**config.mk**
```make
export PLATFORM = sky130hd
export DESIGN_NAME = led_fade_ramp_controller_core
export DESIGN_NICKNAME = d
export VERILOG_FILES = /design/src/hdl/lfr_pkg.sv /design/src/hdl/led_fade_ramp_controller_core.sv
export SDC_FILE = /design/constraint.sdc
export NUM_CORES = 1
export LEC_CHECK = 0
export BUFFER_PORTS_ARGS = -buffer_cell sky130_fd_sc_hd__clkbuf_2
export CORE_MARGIN = 4
export CORE_UTILIZATION = 61
export DETAILED_ROUTE_END_ITERATION = 8
export PLACE_DENSITY = 0.77
export SETUP_SLACK_MARGIN = 0.5
export SLEW_MARGIN = 10
export SYNTH_ARGS = -nofsm -noshare
export SYNTH_HDL_FRONTEND = slang
export SYNTH_SLANG_ARGS = --single-unit
```
**constraint.sdc**
```tcl
create_clock -name aclk -period 7.5 [get_ports aclk]
set_input_delay 1.125 -clock aclk [delete_from_list [all_inputs] [get_ports aclk]]
set_output_delay 1.125 -clock aclk [all_outputs]
set_load 0.01 [all_outputs]
```
**src/hdl/lfr_pkg.sv**
```systemverilog
// Shared types and constants for the LED fade ramp controller.
`timescale 1ns / 1ps

package lfr_pkg;

    localparam int TIME_BITS = 32;
    localparam int INTERVAL_BITS = 32;
    localparam int CMP_W = (TIME_BITS > INTERVAL_BITS) ? TIME_BITS : INTERVAL_BITS;
    localparam int DIV_STEPS = INTERVAL_BITS;
    localparam int CNT_W = $clog2(DIV_STEPS);

    localparam logic [INTERVAL_BITS-1:0] US_PER_MS = 1000;

    localparam logic [2:0] FUNC_TICK     = 3'd0;
    localparam logic [2:0] FUNC_ONCE     = 3'd1;
    localparam logic [2:0] FUNC_REPEAT   = 3'd2;
    localparam logic [2:0] FUNC_CONT     = 3'd3;
    localparam logic [2:0] FUNC_STOP     = 3'd4;
    localparam logic [2:0] FUNC_TO_LEVEL = 3'd5;

    localparam logic [1:0] DIR_OFF  = 2'd0;
    localparam logic [1:0] DIR_UP   = 2'd1;
    localparam logic [1:0] DIR_DOWN = 2'd2;

    localparam logic [1:0] FADE_OFF = 2'd0;
    localparam logic [1:0] FADE_UP  = 2'd1;
    localparam logic [1:0] FADE_DN  = 2'd2;

    typedef struct packed {
        logic [2:0]  func;
        logic [7:0]  low_level;
        logic [7:0]  high_level;
        logic [1:0]  direction;
        logic [14:0] repeats;
        logic [22:0] time_ms;
        logic [7:0]  end_level;
    } lfr_in_t;

    typedef struct packed {
        logic [7:0]  brightness;
        logic [1:0]  fade_state;
        logic [15:0] pulses_left;
        logic        stepped;
    } lfr_out_t;

endpackage

```
**src/hdl/led_fade_ramp_controller_core.sv**
```systemverilog
// LED fade ramp controller: tick and command sequencer with a serial interval divider.
//
//  channel | ports                       | moves
//  --------+-----------------------------+-----------------------------------
//  input   | s_valid s_ready s_data      | one tick or command item
//  result  | m_valid m_ready m_data      | one status item per input item
//
// A tick, a stop or an unused code passes through the accept step and one update step;
// the result register is loaded in the update step. A ramp command passes through
// accept, one multiply, 32 steps of the restoring divider (one quotient bit a cycle),
// and one update step, which loads the result register.
// Reset clears the fade state, timer and bounds; there is no clearing pass.
// s_ready is high only while the sequencer is idle; a waiting result holds the
// update step until the result register frees up.
`timescale 1ns / 1ps

module led_fade_ramp_controller_core (
    input  logic             aclk,
    input  logic             aresetn,
    input  logic             s_valid,
    output logic             s_ready,
    input  lfr_pkg::lfr_in_t s_data,
    output logic             m_valid,
    input  logic             m_ready,
    output lfr_pkg::lfr_out_t m_data
);

    typedef enum logic [1:0] {
        SEQ_IDLE,
        SEQ_MUL,
        SEQ_DIV,
        SEQ_WRITE
    } seq_t;

    seq_t seq_reg, seq_next;

    lfr_pkg::lfr_in_t  item_reg;
    lfr_pkg::lfr_out_t out_reg, out_next;
    logic              m_valid_reg, m_valid_next;

    logic [lfr_pkg::INTERVAL_BITS-1:0] dvd_reg, dvd_next;
    logic [7:0]                        rem_reg, rem_next;
    logic [7:0]                        div_reg, div_next;
    logic [lfr_pkg::CNT_W-1:0]         cnt_reg, cnt_next;

    logic [7:0]                        level_reg, level_next;
    logic [1:0]                        ramp_reg, ramp_next;
    logic [15:0]                       phases_reg, phases_next;
    logic [7:0]                        lower_reg, lower_next;
    logic [7:0]                        upper_reg, upper_next;
    logic [lfr_pkg::INTERVAL_BITS-1:0] interval_reg, interval_next;
    logic [lfr_pkg::TIME_BITS-1:0]     time_reg, time_next;
    logic [lfr_pkg::TIME_BITS-1:0]     last_reg, last_next;

    logic                              accept;
    logic                              out_free;
    logic                              needs_div;
    logic [7:0]                        op_a;
    logic [7:0]                        op_b;
    logic [7:0]                        range;
    logic [8:0]                        rem_trial;
    logic                              rem_ge;
    logic [lfr_pkg::TIME_BITS-1:0]     time_inc;
    logic [lfr_pkg::TIME_BITS-1:0]     elapsed;
    logic                              due;
    logic [7:0]                        level_step;
    logic                              stepped;

    assign accept   = s_valid && s_ready;
    assign out_free = !m_valid_reg || m_ready;
    assign s_ready  = (seq_reg == SEQ_IDLE);
    assign m_valid  = m_valid_reg;
    assign m_data   = out_reg;

    assign needs_div = (s_data.func == lfr_pkg::FUNC_ONCE)
                    || (s_data.func == lfr_pkg::FUNC_REPEAT)
                    || (s_data.func == lfr_pkg::FUNC_CONT)
                    || (s_data.func == lfr_pkg::FUNC_TO_LEVEL);

    assign op_a  = (item_reg.func == lfr_pkg::FUNC_TO_LEVEL) ? level_reg : item_reg.low_level;
    assign op_b  = (item_reg.func == lfr_pkg::FUNC_TO_LEVEL) ? item_reg.end_level
                                                            : item_reg.high_level;
    assign range = (op_a > op_b) ? (op_a - op_b) : (op_b - op_a);

    assign rem_trial = {rem_reg, dvd_reg[lfr_pkg::INTERVAL_BITS-1]};
    assign rem_ge    = (rem_trial >= {1'b0, div_reg});

    assign time_inc = time_reg + lfr_pkg::TIME_BITS'(1);
    assign elapsed  = time_inc - last_reg;
    assign due      = (lfr_pkg::CMP_W'(elapsed) >= lfr_pkg::CMP_W'(interval_reg));

    always_comb begin
        seq_next     = seq_reg;
        m_valid_next = m_valid_reg;
        out_next     = out_reg;
        dvd_next     = dvd_reg;
        rem_next     = rem_reg;
        div_next     = div_reg;
        cnt_next     = cnt_reg;
        if (m_valid_reg && m_ready) begin
            m_valid_next = 1'b0;
        end
        unique case (seq_reg)
            SEQ_IDLE: begin
                if (accept) begin
                    seq_next = needs_div ? SEQ_MUL : SEQ_WRITE;
                end
            end
            SEQ_MUL: begin
                dvd_next = {9'd0, item_reg.time_ms} * lfr_pkg::US_PER_MS;
                rem_next = 8'd0;
                div_next = (range == 8'd0) ? 8'd1 : range;
                cnt_next = '0;
                seq_next = SEQ_DIV;
            end
            SEQ_DIV: begin
                rem_next = rem_ge ? 8'(rem_trial - {1'b0, div_reg}) : rem_trial[7:0];
                dvd_next = {dvd_reg[lfr_pkg::INTERVAL_BITS-2:0], rem_ge};
                cnt_next = cnt_reg + lfr_pkg::CNT_W'(1);
                if (cnt_reg == lfr_pkg::CNT_W'(lfr_pkg::DIV_STEPS - 1)) begin
                    seq_next = SEQ_WRITE;
                end
            end
            SEQ_WRITE: begin
                if (out_free) begin
                    out_next.brightness  = level_next;
                    out_next.fade_state  = ramp_next;
                    out_next.pulses_left = phases_next;
                    out_next.stepped     = stepped;
                    m_valid_next         = 1'b1;
                    seq_next             = SEQ_IDLE;
                end
            end
            default: seq_next = SEQ_IDLE;
        endcase
    end

    always_comb begin
        level_next    = level_reg;
        ramp_next     = ramp_reg;
        phases_next   = phases_reg;
        lower_next    = lower_reg;
        upper_next    = upper_reg;
        interval_next = interval_reg;
        time_next     = time_reg;
        last_next     = last_reg;
        stepped       = 1'b0;
        level_step    = level_reg;
        unique case (item_reg.func)
            lfr_pkg::FUNC_TICK: begin
                time_next = time_inc;
                if ((phases_reg != 16'd0 || ramp_reg != lfr_pkg::FADE_OFF) && due) begin
                    if (ramp_reg == lfr_pkg::FADE_UP) begin
                        level_step = level_reg + 8'd1;
                        stepped    = 1'b1;
                        if (level_step >= upper_reg) begin
                            ramp_next = lfr_pkg::FADE_DN;
                        end
                    end else if (ramp_reg == lfr_pkg::FADE_DN) begin
                        level_step = level_reg - 8'd1;
                        stepped    = 1'b1;
                        if (level_step <= lower_reg) begin
                            ramp_next = lfr_pkg::FADE_UP;
                        end
                    end
                    level_next = level_step;
                    if (ramp_next != ramp_reg && phases_reg != 16'd0) begin
                        phases_next = phases_reg - 16'd1;
                        if (phases_reg == 16'd1) begin
                            ramp_next = lfr_pkg::FADE_OFF;
                        end
                    end
                    last_next = time_inc;
                end
            end
            lfr_pkg::FUNC_ONCE: begin
                if (item_reg.direction == lfr_pkg::DIR_OFF
                        || item_reg.direction == lfr_pkg::DIR_UP) begin
                    ramp_next  = lfr_pkg::FADE_UP;
                    level_next = item_reg.low_level;
                end else if (item_reg.direction == lfr_pkg::DIR_DOWN) begin
                    ramp_next  = lfr_pkg::FADE_DN;
                    level_next = item_reg.high_level;
                end
                lower_next    = item_reg.low_level;
                upper_next    = item_reg.high_level;
                interval_next = dvd_reg;
                phases_next   = 16'd1;
            end
            lfr_pkg::FUNC_REPEAT: begin
                lower_next    = item_reg.low_level;
                upper_next    = item_reg.high_level;
                interval_next = dvd_reg;
                phases_next   = {item_reg.repeats, 1'b0};
                if (ramp_reg == lfr_pkg::FADE_OFF) begin
                    ramp_next = lfr_pkg::FADE_UP;
                end
            end
            lfr_pkg::FUNC_CONT: begin
                lower_next    = item_reg.low_level;
                upper_next    = item_reg.high_level;
                interval_next = dvd_reg;
                if (ramp_reg == lfr_pkg::FADE_OFF) begin
                    ramp_next = lfr_pkg::FADE_UP;
                end
            end
            lfr_pkg::FUNC_STOP: begin
                ramp_next   = lfr_pkg::FADE_OFF;
                phases_next = 16'd0;
            end
            lfr_pkg::FUNC_TO_LEVEL: begin
                lower_next    = level_reg;
                upper_next    = item_reg.end_level;
                interval_next = dvd_reg;
                phases_next   = 16'd1;
                if (level_reg > item_reg.end_level) begin
                    ramp_next  = lfr_pkg::FADE_DN;
                    lower_next = item_reg.end_level;
                end else if (level_reg < item_reg.end_level) begin
                    ramp_next = lfr_pkg::FADE_UP;
                end else begin
                    ramp_next = lfr_pkg::FADE_OFF;
                end
            end
            default: begin
            end
        endcase
    end

    always_ff @(posedge aclk) begin
        if (!aresetn) begin
            seq_reg      <= SEQ_IDLE;
            m_valid_reg  <= 1'b0;
            level_reg    <= '0;
            ramp_reg     <= lfr_pkg::FADE_OFF;
            phases_reg   <= '0;
            lower_reg    <= '0;
            upper_reg    <= '0;
            interval_reg <= '0;
            time_reg     <= '0;
            last_reg     <= '0;
        end else begin
            seq_reg     <= seq_next;
            m_valid_reg <= m_valid_next;
            out_reg     <= out_next;
            if (seq_reg == SEQ_WRITE && out_free) begin
                level_reg    <= level_next;
                ramp_reg     <= ramp_next;
                phases_reg   <= phases_next;
                lower_reg    <= lower_next;
                upper_reg    <= upper_next;
                interval_reg <= interval_next;
                time_reg     <= time_next;
                last_reg     <= last_next;
            end
        end
    end

    always_ff @(posedge aclk) begin
        if (accept) begin
            item_reg <= s_data;
        end
        dvd_reg <= dvd_next;
        rem_reg <= rem_next;
        div_reg <= div_next;
        cnt_reg <= cnt_next;
    end

endmodule
```
==> results of run 1 <==
cell type report:
class,count,area [µm²]
multi-input cells,1587,12090
fillers,2613,10510
flip-flops and latches,288,7237
clock buffers,41,894.6
inverters,168,631.9
repair buffers,114,618.1
well taps,442,553.0
clock inverters,17,170.2
stage by stage:
| stage | hold WS [ns] | area, µm² | instances |
|---|---|---|---|
| floorplan | 0.4363 | 20300 | 2138 |
| global placement | 0.4431 | 21100 | 2599 |
| detailed placement | 0.4470 | 21100 | 2599 |
| CTS | 0.4552 | 22160 | 2657 |
| global route | 0.4722 | 22190 | 2657 |
| finish | 0.4538 | 22190 | 2657 |
placed cells by master, fill, tap and decap left out, drive strengths merged, types with 8 or more instances in the layout:
master	n
or3	16
clkbuf	141
nand2b	25
fa	86
a31oi	15
and2	22
xor2	57
o21ai	106
and3	24
xnor2	71
nand2	234
a21o	50
a21oi	151
dfxtp	141
nand3	48
o31ai	9
ha	188
o22ai	8
o21a	22
mux2i	42
a211oi	55
edfxtp	147
nor2	146
o211ai	11
buf	14
clkinv	13
inv	169
or2	8
nor2b	15
nor3	27
nand4	27
layer usage:
metal,up-vias,track usage (%),wire length [µm]
met5,-,0,0
met4,0,6.298,1143
li1,7691,-,-
met3,84,3.314,2469
met2,490,39.17,20320
met1,7290,35.42,20900
kinds of logic after synthesis:
logic type / Yosys count
flip-flops: 288
AO/OA/AOI/OAI: 516
XOR/XNOR: 128
multiplexers: 48
buffers and inverters: 263
adder cells (fa/ha/maj): 274
AND/OR/NAND/NOR: 621
power breakdown:
group / leakage, nW / switching, mW / internal, mW / total (mW)
Sequential: 2.53 / 0.210 / 2.31 / 2.52
Combinational: 5.94 / 3.89 / 2.87 / 6.77
Clock: 0.528 / 0.639 / 0.940 / 1.58
final timing paths:
kind,startpoint,endpoint,slack [ns],depth (start not counted)
worst max-delay path,time_reg[0],last_reg[7],0.87,24
worst min-delay path,interval_reg[1],interval_reg[1],0.45,2
worst max register to register,time_reg[0],last_reg[7],0.87,24
worst min register to register,interval_reg[1],interval_reg[1],0.45,2
timing repair:
item / 4_1_cts / 5_1_grt
gates resized for setup: 0 / 7
setup endpoints to repair: 0 / 83
hold endpoints to repair: 0 / 0
tightest hold or removal path: cells and delay by family (launching register included):
kind,cells,cell delay (ns)
compound gates,1,0.05
simple gates,1,0.05
flops,1,0.31
==> summary.txt, run 1 <==
Outcome
  – Outcome: finished clean

Synthesis
  – #FFs+latches synth: between 200 and 300
  – Avg Inst Size Synth: 9.494 µm²
  – Synth cell count leaders: 234 x nand2_1, 188 x ha_1, 167 x inv_1, 151 x a21oi_1, 147 x edfxtp_1
  – Yosys cell types: 92
  – Synth Area in Compound Gates: 16.51%
  – Largest family of logic cells by synthesized area: adder cells
  – Post-Syn Area: 0.02030 mm²
  – Yosys warns: 0
  – Synth Instances: 2138
  – Largest cells by area after synthesis: edfxtp_1 22%, dfxtp_1 14%, ha_1 12%
  – Sequential fraction of the synthesis area: between 30% and 40%
  – Post-Synth Adder-Cell Area: 20.07%
  – Mapped Nets: between 2000 and 2500
  – Post-synth EDFFs: between 100 and 150
  – Post-Synth Simple-Gate Area: about 15%
  – Post-synth top area share: 21.75%
  – Post-synthesis mux area share: between 2 and 2.5%
  – Yosys top cell by area: edfxtp_1
  – Async set-reset flop share out of synthesis: 0%
  – Post-synthesis xor/xnor area fraction: approximately 5.6%
  – Most instantiated library cell after synthesis: nand2_1
  – Main flop type after synthesis: edfxtp_1

Setup path
  – CP required: 7.96 ns
  – Crit-path slowest cell: or4_4
  – Top cell family by delay on the critical path: compound AO/OA/AOI/OAI gates
  – Critical path cell sequence: and3_1 > nand3_1 > or4_4 > or3_2 > xnor2_1 > ha_1 > a2111oi_0 > o21ai_0 > a31oi_1 > o31ai_1 > a21o_1 > a21oi_1 > xnor2_1 > ha_1 > a21o_1 > a21o_1 > a21oi_1 > o21ai_0 > or3_1 > o21a_1 > nand2_2 > clkbuf_8 > nor2_1 > a211oi_1
  – Crit path arrival time: about 7.1 ns
  – Crit path largest cell delay: about 0.66 ns
  – CP Buf/Inv Count: 1
  – CP Capture Type: register
  – Setup crit start kind: register
  – CP Max Fanout: 59
  – CP dominant cell by count: a21o_1
  – Critical path class: reg -> reg

STA
  – FMAX: 150.8 MHz
  – Clock skew: 0.01934 ns
  – Crit path time final: 6.629 ns
  – Fin crit share: 88.39%
  – Endpoints failing setup: 0
  – Worst relative slew slack: between 30% and 40%
  – Worst Slack Setup Final: slightly below 0.9 ns
  – Fin. Hold Viols: 0
  – Slew Limit Fails: 0
  – Tightest Pin Transition: 1.044 ns
  – Total negative setup slack: 0 ns
  – RSZ-0062 raised after global routing: no

Floorplanning
  – Horiz. Die Dim: 190.4 µm
  – IO Count: 100
  – Initial Util: between 60% and 70%
  – Die Ht: 190.4 µm
  – Site Rows: 66
  – Core Box Area: 0.03270 mm²
  – Full die area: 0.03626 mm²

Worst hold path
  – HP Class: reg -> reg

Placement
  – I/O Buffers: between 90 and 100
  – DP HPWL: between 30000 and 40000 µm
  – GPL Wtd Cong: slightly below 1
  – DP Worst Slack: 0.5932 ns

Flow run
  – Number of max-cap violations: 0

Drt
  – TritonRoute pass-1 iters: 6
  – # DRC: 0
  – Final ANT Viol Nets: 0
  – WL/cell: 16.87 µm
  – First-iteration detailed-routing DRC count: 1227
  – Vias: approximately 16000
  – Via density: 5.854
  – Final wirelength: 44830 µm

Clock tree
  – Clk_lat worst skew: 0.58 ns
  – CTS tree: done
  – TritonCTS Buffers: 31
  – H-tree levels: 1
  – CTS root buf: clkbuf_16
  – Bufs on Longest Clock Path: 3
  – Worst-path clk slew: about 0.06 ns
  – Num Clock Sinks: 288
  – Hold-fix buffers, CTS: 0
  – # Post-CTS Setup Buffers: 0

Layout
  – Fraction of layout cells with a size suffix above 1: 9.661%
  – Antenna diodes: 0
  – Util after Layout: 67.87%
  – Final net count: roughly 2500
  – Area grow syn2layout: 9.339%
  – Max reg flops: 67

Pwr
  – Power density cells: 489.5 mW/mm²
  – Static Leak: ~9.0 nW
  – Peak ir drop on the vdd network: ~570 µV
  – Power Total: 10.86 mW

GRT
  – Maximum number of pins on one net before global-route repair: a little under 80
  – Vias in the first global route: 15110
  – Initial antenna violation count: 0
  – Global-route wire length before repair: ~75000 µm
  – GR Util All Layers: 24.47%
  – GRT Residual Overflow: 0
Note: power is estimated with default switching activity, not from simulation.
==> inputs of run 2 (changes only) <==
--- a/config.mk
+++ b/config.mk
@@ -5,6 +5,7 @@
 export SDC_FILE = /design/constraint.sdc
 export NUM_CORES = 1
 export LEC_CHECK = 0
+export ABC_AREA = 1
 export BUFFER_PORTS_ARGS = -buffer_cell sky130_fd_sc_hd__clkbuf_2
 export CORE_MARGIN = 4
 export CORE_UTILIZATION = 61
==> summary.txt, run 2 <==
Placement
  – GPL Wtd Cong: 0.9581 (was 0.9692)
  – I/O Buffers: 99 (unchanged)
  – DP HPWL: 38210 µm (was 32810 µm)

Synthesis
  – Largest cells by area after synthesis: edfxtp_1 21%, dfxtp_1 14%, ha_1 11% (was edfxtp_1 22%, dfxtp_1 14%, ha_1 12%)
  – Synth Instances: 2538 (was 2138)
  – Async set-reset flop share out of synthesis: 0% (unchanged)
  – Avg Inst Size Synth: 8.113 µm² (was 9.494 µm²)
  – Post-Syn Area: 0.02059 mm² (was 0.02030 mm²)
  – Post-synth top area share: 21.44% (was 21.75%)
  – Yosys cell types: 53 (was 92)
  – Sequential fraction of the synthesis area: 35.15% (was 35.65%)
  – Mapped Nets: 2883 (was 2483)
  – Most instantiated library cell after synthesis: nand2_1 (unchanged)
  – Yosys top cell by area: edfxtp_1 (unchanged)
  – Main flop type after synthesis: edfxtp_1 (unchanged)
  – #FFs+latches synth: 288 (unchanged)
  – Yosys warns: 0 (unchanged)
  – Synth cell count leaders: 493 x nand2_1, 337 x inv_1, 262 x a21oi_1, 220 x o21ai_0, 188 x ha_1 (was 234 x nand2_1, 188 x ha_1, 167 x inv_1, 151 x a21oi_1, 147 x edfxtp_1)
  – Post-synth EDFFs: 147 (unchanged)

Setup path
  – CP Max Fanout: 28 (was 59)
  – Critical path class: reg -> reg (unchanged)
  – Crit path largest cell delay: 0.54 ns (was 0.66 ns)
  – CP required: 7.91 ns (was 7.96 ns)
  – Crit path arrival time: 6.92 ns (was 7.09 ns)
  – CP Capture Type: register (unchanged)
  – CP dominant cell by count: nand2_1 (was a21o_1)
  – Setup crit start kind: register (unchanged)
  – Crit-path slowest cell: nor2_4 (was or4_4)

Layout
  – Area grow syn2layout: 9.619% (was 9.339%)
  – Commonest non-fill, non-tap cells in the layout: 493 x nand2_1, 336 x inv_1, 262 x a21oi_1, 220 x o21ai_0, 187 x ha_1 (was 232 x nand2_1, 186 x ha_1, 167 x inv_1, 151 x a21oi_1, 147 x edfxtp_1)
  – Layout fillers: 2771 (was 2613)
  – Final net count: 2956 (was 2535)
  – Fraction of layout cells with a size suffix above 1: 8.194% (was 9.661%)
  – Antenna diodes: 0 (unchanged)
  – Leading cell type in the layout, fill and taps excluded: nand2_1 (unchanged)
  – Max reg flops: 67 (unchanged)

GRT
  – GRT Residual Overflow: 0 (unchanged)
  – Global-route wire length before repair: 84650 µm (was 74810 µm)
  – Maximum number of pins on one net before global-route repair: 107 (was 77)
  – GR Util All Layers: 28.19% (was 24.47%)
  – Initial antenna violation count: 0 (unchanged)
  – Vias in the first global route: 17080 (was 15110)

Floorplanning
  – Die Ht: 191.7 µm (was 190.4 µm)
  – Site Rows: 67 (was 66)
  – Initial Util: 61.56% (was 62.07%)
  – Horiz. Die Dim: 191.7 µm (was 190.4 µm)
  – Full die area: 0.03676 mm² (was 0.03626 mm²)
  – IO Count: 100 (unchanged)
  – Core Box Area: 0.03345 mm² (was 0.03270 mm²)

Drt
  – Final wirelength: 51380 µm (was 44830 µm)
  – WL/cell: 16.66 µm (was 16.87 µm)
  – Final ANT Viol Nets: 0 (unchanged)
  – First-iteration detailed-routing DRC count: 1449 (was 1227)
  – TritonRoute pass-1 iters: 8 (was 6)
  – Vias: 17510 (was 15560)
  – Via density: 5.679 (was 5.854)
  – # DRC: 0 (unchanged)

Clock tree
  – CTS tree: done (unchanged)
  – TritonCTS Buffers: 35 (was 31)
  – Post_cts resized: 0 (unchanged)
  – Num Clock Sinks: 288 (unchanged)
  – CTS root buf: clkbuf_16 (unchanged)
  – Bufs on Longest Clock Path: 3 (unchanged)
  – Hold-fix buffers, CTS: 0 (unchanged)
  – Clk_lat worst skew: 0.55 ns (was 0.58 ns)
  – H-tree levels: 2 (was 1)
  – # Post-CTS Setup Buffers: 0 (unchanged)
  – Worst-path clk slew: 0.06 ns (about the same)

STA
  – Endpoints failing setup: 0 (unchanged)
  – Slew Limit Fails: 0 (unchanged)
  – FMAX: 153.5 MHz (was 150.8 MHz)
  – Fin. Hold Viols: 0 (unchanged)
  – Tightest Pin Transition: 1.121 ns (was 1.044 ns)
  – Worst relative slew slack: 24.78% (was 30.37%)
  – Total negative setup slack: 0 ns (unchanged)
  – Clock skew: 0.02232 ns (was 0.01934 ns)
  – Fin crit share: 86.87% (was 88.39%)
  – Hold WS: 0.4620 ns (was 0.4538 ns)
  – RSZ-0062 raised after global routing: no (unchanged)
  – Crit path time final: 6.515 ns (was 6.629 ns)

Outcome
  – Outcome: finished clean (unchanged)

Flow run
  – Number of max-cap violations: 0 (unchanged)

Worst hold path
  – HP Class: reg -> reg (unchanged)
[run 2: critical path, delay by kind of cell, from the launching register on]
kind,cells,cell delay [ns]
flops,1,0.43
compound gates,2,0.28
xor+xnor,2,0.55
simple gates,21,3.91
fa+ha+maj,3,0.77
buf+inv,3,0.43
[run 2: final cells by class]
type / count / area, µm² / area share [%]
Inverter: 351 / 1318 / 5.837
Clock inverter: 19 / 167.7 / 0.7428
Sequential cell: 288 / 7237 / 32.06
Timing Repair Buffer: 111 / 585.6 / 2.594
Clock buffer: 43 / 957.2 / 4.241
Tap cell: 448 / 560.5 / 2.483
Multi-Input combinational cell: 1824 / 11750 / 52.04
[run 2: per-stage QoR]
step	instance area, µm²	utilization, %	setup slack, ns	cells
floorplan	20590	-	2.648	2538
global route	22570	67.48	0.5674	3084
detailed placement	21450	64.12	1.229	3022
global placement	21450	64.12	1.362	3022
CTS	22570	67.48	1.132	3084
finish	22570	67.48	0.9849	3084
[run 2: kinds of logic (layout without fill, tap and decap cells)]
kind of cell	Yosys count	in the layout	synth area share (%)
flip-flops	288	288	35.15
AND/OR/NAND/NOR	890	890	18.48
adder cells (fa/ha/maj)	274	274	19.78
buffers and inverters	426	524	7.833
AO/OA/AOI/OAI	555	555	14.24
XOR/XNOR	104	104	4.460
multiplexers	1	1	0.04861
[run 2: metal layers]
metal | global-route usage, % | vias up | part of all wire (%)
met5 | 0 | - | 0
met4 | 9.199 | 0 | 3.2
met3 | 5.216 | 112 | 6.5
met2 | 45.57 | 576 | 46
met1 | 38.55 | 8224 | 44
li1 | - | 8601 | -
[run 2: final timing paths]
| check | start | end | slack, ns | depth (start not counted) |
|---|---|---|---|---|
| hold / removal | last_reg[8] | last_reg[8] | 0.46 | 2 |
| setup / recovery | time_reg[0] | last_reg[9] | 0.98 | 31 |
| hold reg to reg | last_reg[8] | last_reg[8] | 0.46 | 2 |
| setup reg to reg | time_reg[0] | last_reg[9] | 0.98 | 31 |
Power of run 2 is left out: the tool's default activity adds up to more than one toggle a clock period on the data nets, which glitch-free logic cannot reach.
==> inputs of run 3 (changes only) <==
--- a/config.mk
+++ b/config.mk
@@ -8,9 +8,10 @@
 export ABC_AREA = 1
 export BUFFER_PORTS_ARGS = -buffer_cell sky130_fd_sc_hd__clkbuf_2
 export CORE_MARGIN = 4
-export CORE_UTILIZATION = 61
+export CORE_UTILIZATION = 25
 export DETAILED_ROUTE_END_ITERATION = 8
-export PLACE_DENSITY = 0.77
+export MAX_ROUTING_LAYER = met4
+export PLACE_DENSITY = 0.37
 export SETUP_SLACK_MARGIN = 0.5
 export SLEW_MARGIN = 10
 export SYNTH_ARGS = -nofsm -noshare
==> summary.txt, run 3 (synthesized netlist as in run 2, its figures left out) <==
Outcome
  – Outcome: finished clean (unchanged)

Clock tree
  – H-tree levels: 2 (unchanged)
  – Clk_lat worst skew: 0.57 ns (was 0.55 ns)
  – Bufs on Longest Clock Path: 3 (unchanged)
  – Worst-path clk slew: 0.06 ns (about the same)
  – TritonCTS Buffers: 41 (was 35)
  – CTS tree: done (unchanged)
  – # Post-CTS Setup Buffers: 0 (unchanged)
  – Hold-fix buffers, CTS: 0 (unchanged)
  – CTS root buf: clkbuf_16 (unchanged)
  – Num Clock Sinks: 288 (unchanged)

STA
  – RSZ-0062 raised after global routing: no (unchanged)
  – Worst relative slew slack: 25.07% (was 24.78%)
  – Endpoints failing setup: 0 (unchanged)
  – Total negative setup slack: 0 ns (unchanged)
  – Fin. Hold Viols: 0 (unchanged)
  – FMAX: 156.9 MHz (was 153.5 MHz)
  – Slew Limit Fails: 0 (unchanged)
  – Clock skew: 0.02240 ns (was 0.02232 ns)
  – Tightest Pin Transition: 1.117 ns (was 1.121 ns)
  – Fin crit share: 84.95% (was 86.87%)
  – Crit path time final: 6.372 ns (was 6.515 ns)

Floorplanning
  – Site Rows: 104 (was 67)
  – Core Box Area: 0.08107 mm² (was 0.03345 mm²)
  – Full die area: 0.08702 mm² (was 0.03676 mm²)
  – IO Count: 100 (unchanged)
  – Die Ht: 295.0 µm (was 191.7 µm)
  – Horiz. Die Dim: 295.0 µm (was 191.7 µm)
  – Initial Util: 25.40% (was 61.56%)

GRT
  – GRT Residual Overflow: 0 (unchanged)
  – Maximum number of pins on one net before global-route repair: 104 (was 107)
  – GR Util All Layers: 14.59% (was 28.19%)
  – Initial antenna violation count: 0 (unchanged)
  – Vias in the first global route: 17240 (was 17080)
  – Global-route wire length before repair: 98170 µm (was 84650 µm)

Drt
  – Via density: 4.588 (was 5.679)
  – First-iteration detailed-routing DRC count: 1045 (was 1449)
  – # DRC: 0 (unchanged)
  – Final wirelength: 61850 µm (was 51380 µm)
  – Vias: 17060 (was 17510)
  – WL/cell: 16.63 µm (was 16.66 µm)
  – Final ANT Viol Nets: 0 (unchanged)
  – TritonRoute pass-1 iters: 6 (was 8)

Setup path
  – Critical path class: reg -> reg (unchanged)
  – Reg2Reg Setup Slack: 1.13 ns (was 0.98 ns)
  – CP Max Fanout: 28 (unchanged)
  – Top cell family by delay on the critical path: simple AND/OR/NAND/NOR gates (unchanged)
  – Crit path largest cell delay: 0.44 ns (was 0.54 ns)
  – Crit path arrival time: 6.81 ns (was 6.92 ns)
  – CP required: 7.94 ns (was 7.91 ns)
  – CP dominant cell by count: nand3_1 (was nand2_1)
  – CP Capture Type: register (unchanged)
  – Setup crit start kind: register (unchanged)
  – Crit-path slowest cell: dfxtp_1 (was nor2_4)
  – CP Buf/Inv Count: 4 (was 3)

Layout
  – Commonest non-fill, non-tap cells in the layout: 493 x nand2_1, 336 x inv_1, 262 x a21oi_1, 220 x o21ai_0, 186 x ha_1 (was 493 x nand2_1, 336 x inv_1, 262 x a21oi_1, 220 x o21ai_0, 187 x ha_1)
  – Fraction of layout cells with a size suffix above 1: 8.876% (was 8.194%)
  – Area grow syn2layout: 14.77% (was 9.619%)
  – Max reg flops: 67 (unchanged)
  – Leading cell type in the layout, fill and taps excluded: nand2_1 (unchanged)
  – Antenna diodes: 0 (unchanged)
  – Final net count: 2974 (was 2956)

Placement
  – GPL Wtd Cong: 0.8550 (was 0.9581)
  – DP HPWL: 46760 µm (was 38210 µm)
  – I/O Buffers: 99 (unchanged)

Flow run
  – Number of max-cap violations: 0 (unchanged)

Worst hold path
  – HP Class: reg -> reg (unchanged)
run 3: cell count changes in the layout (fill, tap and decap cells not counted), moves of 2 or more:
cell,before,now
bufinv_16,2,0
buf_4,12,23
clkinv_1,8,10
inv_2,10,8
clkinvlp_4,4,0
clkinv_2,5,9
clkbuf_16,36,46
clkbuf_1,4,7
run 3: worst paths after layout:
path	cells past startpoint	from	end
worst min-delay path	2	last_reg[14]	last_reg[14]
worst min register to register	2	last_reg[14]	last_reg[14]
worst max-delay path	33	time_reg[0]	level_reg[5]
worst max register to register	33	time_reg[0]	level_reg[5]
run 3: per-layer routing:
metal | vias to the layer above | wire length, µm | track usage (%)
li1 | 8649 | - | -
met1 | 8080 | 31010 | 20.36
met2 | 275 | 27670 | 22.66
met3 | 58 | 2149 | 1.818
met4 | 0 | 1023 | 3.373
met5 | - | 0 | -
run 3: layout make-up:
class,instances,area (µm²)
Fill cell,8739,57440
Multi-Input combinational cell,1824,11750
Sequential cell,288,7237
Tap cell,1060,1326
Inverter,351,1321
Clock buffer,57,1232
Timing Repair Buffer,123,679.4
Clock inverter,16,85.08
run 3: timing repair:
action	CTS	global route
gates resized for setup	0	3
hold endpoints to repair	0	0
setup endpoints to repair	0	47
run 3: metrics by stage:
stage	instances	setup WS (ns)	hold slack, ns	cell area (µm²)	util [%]
final	3719	1.128	0.4605	23630	29.15
after global routing	3719	0.5255	0.4835	23630	29.15
after CTS	3719	0.9609	0.4644	23630	29.14
after detailed placement	3646	1.011	0.4539	22310	27.52
after global placement	3646	1.011	0.4477	22310	27.52
after floorplan	2538	2.648	0.4353	20590	-
run 3: tightest hold or removal path: stages, from the launching register on:
cell	delay, ns
dfxtp_1	0.30
inv_1	0.06
a21oi_1	0.06
Power of run 3 is left out for the same reason.
